[config.mk]
export PLATFORM = sky130hd
export DESIGN_NAME = sliding_window_signature_scanner_flat
export DESIGN_NICKNAME = d
export VERILOG_FILES = /design/src/hdl/sws_pkg.sv /design/src/hdl/sws_in_if.sv /design/src/hdl/sws_out_if.sv /design/src/hdl/sws_cell.sv /design/src/hdl/sws_window.sv /design/src/hdl/sws_fold.sv /design/src/hdl/sliding_window_signature_scanner.sv /design/src/flat_wrapper.sv
export SDC_FILE = /design/constraint.sdc
export NUM_CORES = 1
export LEC_CHECK = 0
export ABC_AREA = 1
export CAP_MARGIN = 30
export CORE_MARGIN = 1.5
export CORE_UTILIZATION = 51
export DETAILED_ROUTE_END_ITERATION = 8
export DONT_BUFFER_PORTS = 1
export MAX_ROUTING_LAYER = met4
export PLACE_DENSITY = 0.81
export SYNTH_ARGS = -nofsm -noshare
export SYNTH_HDL_FRONTEND = slang
export SYNTH_SLANG_ARGS = --single-unit
[constraint.sdc]
create_clock -name clk -period 1.3 [get_ports clk]
set_input_delay 0.195 -clock clk [delete_from_list [all_inputs] [get_ports clk]]
set_output_delay 0.195 -clock clk [all_outputs]
set_load 0.005 [all_outputs]
[src/hdl/sws_pkg.sv]
package sws_pkg;

  // Window and word geometry
  localparam int unsigned WINDOW_BYTES = 32;
  localparam int unsigned BYTE_W       = 8;
  localparam int unsigned SIG_W        = 16;

  // Fold constants: top bit test and the feedback pattern
  localparam int unsigned      SIG_TOP_BIT  = SIG_W - 1;
  localparam logic [SIG_W-1:0] SIG_FOLD_XOR = 16'h0003;

  // Configuration map
  localparam int unsigned PADDR_W    = 3;
  localparam int unsigned PDATA_W    = 32;
  localparam logic [0:0]  REG_TARGET = 1'b0;

  // Control word shared by the window chain and the signature unit
  typedef struct packed {
    logic advance;   // a word is taken this cycle
    logic restart;   // start of file: clear history first
  } sws_ctl_t;

  // One fold step without the incoming byte
  function automatic logic [SIG_W-1:0] sig_step(input logic [SIG_W-1:0] acc);
    logic [SIG_W-1:0] t;
    t = acc[SIG_TOP_BIT] ? (acc ^ SIG_FOLD_XOR) : acc;
    return {t[SIG_W-3:0], 2'b00};
  endfunction

  // Image of one byte bit after it has been folded through a whole window
  function automatic logic [SIG_W-1:0] evict_col(input int unsigned b);
    logic [SIG_W-1:0] a;
    a = SIG_W'(1) << b;
    for (int unsigned k = 0; k < WINDOW_BYTES; k++) begin
      a = sig_step(a);
    end
    return a;
  endfunction

  localparam logic [SIG_W-1:0] EVICT_COL [BYTE_W] = '{
    evict_col(0), evict_col(1), evict_col(2), evict_col(3),
    evict_col(4), evict_col(5), evict_col(6), evict_col(7)
  };

  // Contribution of the byte that leaves the window
  function automatic logic [SIG_W-1:0] evict_term(input logic [BYTE_W-1:0] b);
    logic [SIG_W-1:0] acc;
    acc = '0;
    for (int unsigned i = 0; i < BYTE_W; i++) begin
      if (b[i]) begin
        acc = acc ^ EVICT_COL[i];
      end
    end
    return acc;
  endfunction

endpackage

[src/hdl/sws_in_if.sv]
interface sws_in_if;
  import sws_pkg::*;

  logic              valid;
  logic              ready;
  logic [BYTE_W-1:0] data_byte;
  logic              start_of_file;

  modport source (output valid, output data_byte, output start_of_file, input ready);
  modport sink   (input valid, input data_byte, input start_of_file, output ready);
endinterface

[src/hdl/sws_out_if.sv]
interface sws_out_if;
  import sws_pkg::*;

  logic             valid;
  logic             ready;
  logic [SIG_W-1:0] signature;
  logic             match;

  modport source (output valid, output signature, output match, input ready);
  modport sink   (input valid, input signature, input match, output ready);
endinterface

[src/hdl/sws_cell.sv]
module sws_cell (
  input  logic                 clk,
  input  logic                 rst,
  input  sws_pkg::sws_ctl_t    ctl,
  input  logic                 clear_en,
  input  logic [sws_pkg::BYTE_W-1:0] din,
  output logic [sws_pkg::BYTE_W-1:0] dout
);
  import sws_pkg::*;

  logic [BYTE_W-1:0] held;

  // Take the neighbor's byte on each word, or zero when history is dropped
  always_ff @(posedge clk) begin
    if (rst) begin
      held <= '0;
    end else if (ctl.advance) begin
      held <= (ctl.restart && clear_en) ? '0 : din;
    end
  end

  assign dout = held;
endmodule

[src/hdl/sws_window.sv]
module sws_window (
  input  logic                       clk,
  input  logic                       rst,
  input  sws_pkg::sws_ctl_t          ctl,
  input  logic [sws_pkg::BYTE_W-1:0] newest,
  output logic [sws_pkg::BYTE_W-1:0] oldest
);
  import sws_pkg::*;

  // tap[k] is the byte in cell k; cell 0 holds the oldest byte
  logic [BYTE_W-1:0] tap [WINDOW_BYTES+1];

  assign tap[WINDOW_BYTES] = newest;

  // Chain of byte cells, each shifting toward the old end
  for (genvar k = 0; k < WINDOW_BYTES; k++) begin : g_cell
    sws_cell u_cell (
      .clk      (clk),
      .rst      (rst),
      .ctl      (ctl),
      .clear_en (k != WINDOW_BYTES - 1),
      .din      (tap[k+1]),
      .dout     (tap[k])
    );
  end

  assign oldest = tap[0];
endmodule

[src/hdl/sws_fold.sv]
module sws_fold (
  input  logic                       clk,
  input  logic                       rst,
  input  sws_pkg::sws_ctl_t          ctl,
  input  logic [sws_pkg::BYTE_W-1:0] newest,
  input  logic [sws_pkg::BYTE_W-1:0] oldest,
  output logic [sws_pkg::SIG_W-1:0]  sig_next
);
  import sws_pkg::*;

  logic [SIG_W-1:0] sig;

  // Roll the fold: age it one step, cancel the leaving byte, add the new one; on restart, new byte only
  always_comb begin
    if (ctl.restart) begin
      sig_next = {{(SIG_W-BYTE_W){1'b0}}, newest};
    end else begin
      sig_next = sig_step(sig) ^ evict_term(oldest)
               ^ {{(SIG_W-BYTE_W){1'b0}}, newest};
    end
  end

  // Hold the running signature of the window
  always_ff @(posedge clk) begin
    if (rst) begin
      sig <= '0;
    end else if (ctl.advance) begin
      sig <= sig_next;
    end
  end
endmodule

[src/hdl/sliding_window_signature_scanner.sv]
// Sliding-window signature scanner.
// scan_in carries one byte per word with a start_of_file flag; scan_out returns
// one word per input word: the 16-bit signature of the last 32 bytes (oldest
// first) and match, set when it equals the target_signature register.
// Both channels use valid/ready; a word moves when both are high.
// The APB port holds target_signature at addresses 0-3; writes elsewhere are
// dropped and reads there return zero. Write it only while the block is idle.
// The result word is registered, valid the cycle after its input is accepted.
// Throughput: one word per cycle while scan_out.ready stays high. The window
// is a chain of 32 byte cells shifting once per word; the signature is updated
// incrementally by one fold step, the leaving byte's image and the new byte.
// start_of_file clears the whole window to zeros before the byte is stored.
// Reset (rst, synchronous) clears the window, the signature, the target and
// the output valid flag, not the held result word. When the receiver stalls,
// the result word holds and scan_in.ready drops until it is taken; a word is
// accepted in the same cycle that the waiting result leaves.
module sliding_window_signature_scanner (
  input  logic                        clk,
  input  logic                        rst,
  sws_in_if.sink                      scan_in,
  sws_out_if.source                   scan_out,
  input  logic                        psel,
  input  logic                        penable,
  input  logic                        pwrite,
  input  logic [sws_pkg::PADDR_W-1:0] paddr,
  input  logic [sws_pkg::PDATA_W-1:0] pwdata,
  output logic [sws_pkg::PDATA_W-1:0] prdata,
  output logic                        pready
);
  import sws_pkg::*;

  logic [SIG_W-1:0]  target;
  logic [SIG_W-1:0]  sig_next;
  logic [BYTE_W-1:0] oldest;
  logic              out_valid;
  logic [SIG_W-1:0]  out_sig;
  logic              out_match;
  logic              take;
  sws_ctl_t          ctl;

  // Configuration register
  assign pready = 1'b1;

  always_ff @(posedge clk) begin
    if (rst) begin
      target <= '0;
    end else if (psel && penable && pwrite && (paddr[PADDR_W-1] == REG_TARGET)) begin
      target <= pwdata[SIG_W-1:0];
    end
  end

  always_comb begin
    unique case (paddr[PADDR_W-1])
      REG_TARGET: prdata = {{(PDATA_W-SIG_W){1'b0}}, target};
      default:    prdata = '0;
    endcase
  end

  // Accept when the output slot is free or draining this cycle
  assign scan_in.ready = !out_valid || scan_out.ready;
  assign take          = scan_in.valid && scan_in.ready;
  assign ctl.advance   = take;
  assign ctl.restart   = scan_in.start_of_file;

  sws_window u_window (
    .clk    (clk),
    .rst    (rst),
    .ctl    (ctl),
    .newest (scan_in.data_byte),
    .oldest (oldest)
  );

  sws_fold u_fold (
    .clk      (clk),
    .rst      (rst),
    .ctl      (ctl),
    .newest   (scan_in.data_byte),
    .oldest   (oldest),
    .sig_next (sig_next)
  );

  // Output register: load on accept, drop when taken
  always_ff @(posedge clk) begin
    if (rst) begin
      out_valid <= 1'b0;
    end else if (take) begin
      out_valid <= 1'b1;
    end else if (scan_out.ready) begin
      out_valid <= 1'b0;
    end
  end

  always_ff @(posedge clk) begin
    if (take) begin
      out_sig   <= sig_next;
      out_match <= (sig_next == target);
    end
  end

  assign scan_out.valid     = out_valid;
  assign scan_out.signature = out_sig;
  assign scan_out.match     = out_match;
endmodule

[src/flat_wrapper.sv]
// flat-port wrapper written by rule: the top's interface ports become plain ports
module sliding_window_signature_scanner_flat import sws_pkg::*;
  (clk, rst, psel, penable, pwrite, paddr, pwdata, prdata, pready, scan_in_valid, scan_in_data_byte, scan_in_start_of_file, scan_in_ready, scan_out_valid, scan_out_signature, scan_out_match, scan_out_ready);
  sws_in_if scan_in_i ();
  sws_out_if scan_out_i ();
  input  logic clk;
  input  logic rst;
  input  logic psel;
  input  logic penable;
  input  logic pwrite;
  input  logic [sws_pkg::PADDR_W-1:0] paddr;
  input  logic [sws_pkg::PDATA_W-1:0] pwdata;
  output logic [sws_pkg::PDATA_W-1:0] prdata;
  output logic pready;
  input wire logic [$bits(scan_in_i.valid)-1:0] scan_in_valid;
  input wire logic [$bits(scan_in_i.data_byte)-1:0] scan_in_data_byte;
  input wire logic [$bits(scan_in_i.start_of_file)-1:0] scan_in_start_of_file;
  output wire logic [$bits(scan_in_i.ready)-1:0] scan_in_ready;
  output wire logic [$bits(scan_out_i.valid)-1:0] scan_out_valid;
  output wire logic [$bits(scan_out_i.signature)-1:0] scan_out_signature;
  output wire logic [$bits(scan_out_i.match)-1:0] scan_out_match;
  input wire logic [$bits(scan_out_i.ready)-1:0] scan_out_ready;
  assign scan_in_i.valid = scan_in_valid;
  assign scan_in_i.data_byte = scan_in_data_byte;
  assign scan_in_i.start_of_file = scan_in_start_of_file;
  assign scan_in_ready = scan_in_i.ready;
  assign scan_out_valid = scan_out_i.valid;
  assign scan_out_signature = scan_out_i.signature;
  assign scan_out_match = scan_out_i.match;
  assign scan_out_i.ready = scan_out_ready;
  sliding_window_signature_scanner u_core (.clk(clk), .rst(rst), .scan_in(scan_in_i), .scan_out(scan_out_i), .psel(psel), .penable(penable), .pwrite(pwrite), .paddr(paddr), .pwdata(pwdata), .prdata(prdata), .pready(pready));
endmodule
==> results.cfg <==
[global_route]
grt_pass1_wl_mm = 24.02
grt_max_degree = 130
grt_usage_pct = 21.16
met2_usage_pct = 33.68
use_met1_pct = 25.22
antenna_found_initial = 0
overflow = 0
use_met3_pct = 5.276
grt-busiest-layer = met2
first_global_vias = 5136

[synth]
synth_ff_type = dfxtp_1
synthArstFlopShare_pct = 0
ys_types = 22
synth_top_area_share_pct = 45.51
yosysMostFrequentCell = nand2_1
yosysTopAreaCell = dfxtp_1
yosys_warnings = 0
netlist_top_cells_area = dfxtp_1, a21oi_1, nand3_1, nand2_1, edfxtp_1
syn_avg_cell_area_um2 = 7.921
synthesis.area_mm2 = 0.006994
ys_seq_elements = 176
synth_edf_count = 17
syn_inst = 883
yosys-top-cells-count = nand2_1, dfxtp_1, a21oi_1
ys_seq_area_share_pct = 52.81

[clocking]
cts_buffers = 17
clkTransAtPathRegs_ns = 0.06
tritoncts = built
clock_sinks = 176
clock_latency_ns = 0.43
cts-root-buf = clkbuf_16
cts_htree_levels = 4
cts_max_path_buffers = 2

[placement]
hpwl_mm = 7.869
dpl_cell_area_mm2 = 0.007108
gp_congestion = 0.8605
port_buffers = 0

[timing]
report.final.slew_viol_count = 0
finalCriticalPeriod_ns = 1.325
timing.fmax_mhz = 755.0
holdWs_ns = -0.09870
post-route-period-util_pct = 101.9
hold_violations = 127
rsz0062_at_grt = true
fin_worst_skew_ns = 0.008991
setup_ws_ns = -0.02454
finalSetupViolations = 2

[worst_setup_path]
startpoint_type = flop
worstPathRequired_ns = 1.61
cp-end-kind = flop
path_max_fanout = 49
crit_arrival_ns = 1.63
critical_path_class = flop to flop

[die]
die_height_um = 120.1
io_pins = 103
rows = 42
initial_core_util_pct = 52.61
dieWidth_um = 120.1
core_area_mm2 = 0.01330
die-area_mm2 = 0.01443

[final_layout]
postLayoutCoreUtil_pct = 62.00
nets = 938
drive_above_1_share_pct = 12.22
final_area_mm2 = 0.008243
antenna_cells = 0
syn2layout_area_growth_pct = 17.85

[job]
max_cap_violations = 0

[route]
routedWlPerCell_um = 14.80
drtAntennaViolNets = 0
drt-total-wl_mm = 15.93
drc = 0
via_per_inst = 5.644
vias = 6073
firstDrtPassIters = 5
drt_first_iter_violations = 672

[pwr]
leakage_nw = 2.979
power.total_mw = 12.20
ir_drop_uv = 1011
pwr_density_cell_mw_per_mm2 = 1480

[run_status]
run_status = complete, but fails checks
violations = negative hold slack, negative setup slack

[worst_hold_path]
hold_path_class = input pin to flop
==> state kept, by name, indices dropped and copies added (netlist names) <==
name,cells
u_core.scan_out.match,1
u_core.u_fold.sig,15
u_core.u_window.g_cell.u_cell.dout,127
u_core.scan_out.signature,16
u_core.scan_out.valid,1
u_core.target,16
==> per-stage QoR <==
step           setup TNS, ns  hold slack, ns  worst slack [ns]  cells
2_1_floorplan              0          0.2939           0.03188    898
3_3_place_gp               0          0.2857           0.04658   1011
3_5_place_dp               0          0.2878           0.02072   1011
4_1_cts                    0         -0.1632          0.001379   1068
5_1_grt              -0.2918         -0.1509           -0.1213   1076
6_report            -0.03216        -0.09870          -0.02454   1076
==> critical path: stages, from the launching register on <==
cell and delay, ns:
dfxtp_2 0.33, nand2_2 0.09, nand2_4 0.15, buf_12 0.23, a21oi_1 0.11, a211oi_1 0.28
==> routing by layer <==
metal | vias to the layer above | wire, um
li1 | 2921 | -
met4 | 0 | 586
met2 | 231 | 7918
met5 | - | 0
met3 | 54 | 839
met1 | 2867 | 6585
==> layout by cell type, fill, tap and decap left out, types with 3 or more instances in the layout <==
cell	count
inv_2	5
a211oi_1	5
dfxtp_2	10
nor2_1	30
buf_4	17
a21oi_1	153
nand2_2	12
edfxtp_1	17
clkbuf_16	22
nor2_2	4
nand2_1	169
clkbuf_8	3
bufinv_16	3
o21ai_0	32
nand3_2	10
nand3_1	127
dlygate4sd3_1	26
dfxtp_1	148
inv_1	46
conb_1	17
buf_12	10
nand4_1	11
==> cells by family after synthesis <==
logic type,after synthesis,synth area share [%]
AO/OA/AOI/OAI,195,14.15
buffers and inverters,140,9.624
AND/OR/NAND/NOR,367,22.93
other,2,0.1074
XOR/XNOR,3,0.3757
flip-flops,176,52.81
==> where the power goes <==
group / total, mW / internal [mW] / switching (mW)
registers: 5.69 / 5.61 / 0.0839
logic: 0.939 / 0.341 / 0.597
clock network: 5.57 / 3.52 / 2.05
==> layout make-up <==
type,instances,area [um^2]
Inverter,54,215.2
Clock inverter,7,115.1
Tap cell,176,220.2
Fill cell,1006,5052
Clock buffer,25,549.3
Sequential cell,176,3710
Timing Repair Buffer,56,649.4
Multi-Input combinational cell,582,2784
==> path summary, 6_finish.rpt <==
path | depth (start not counted) | slack [ns] | from | to
min reg2reg | 2 | 0.46 | u_core.u_window.g_cell[22].u_cell.dout[3] | u_core.u_window.g_cell[22].u_cell.dout[3]
min | 1 | -0.1 | rst | u_core.u_window.g_cell[1].u_cell.dout[1]
max reg2reg | 5 | -0.02 | u_core.scan_out.valid | u_core.u_window.g_cell[0].u_cell.dout[7]
max | 5 | -0.02 | u_core.scan_out.valid | u_core.u_window.g_cell[0].u_cell.dout[7]
==> timing repair <==
item	in CTS	in global routing
setup buffers	0	5
hold buffers	25	1
gates resized for setup	3	47
endpoints found under the hold margin	154	129
endpoints found under the setup margin	1	74
cloned	0	2
pin swaps	0	13
Note: power is estimated with default switching activity, not from simulation.
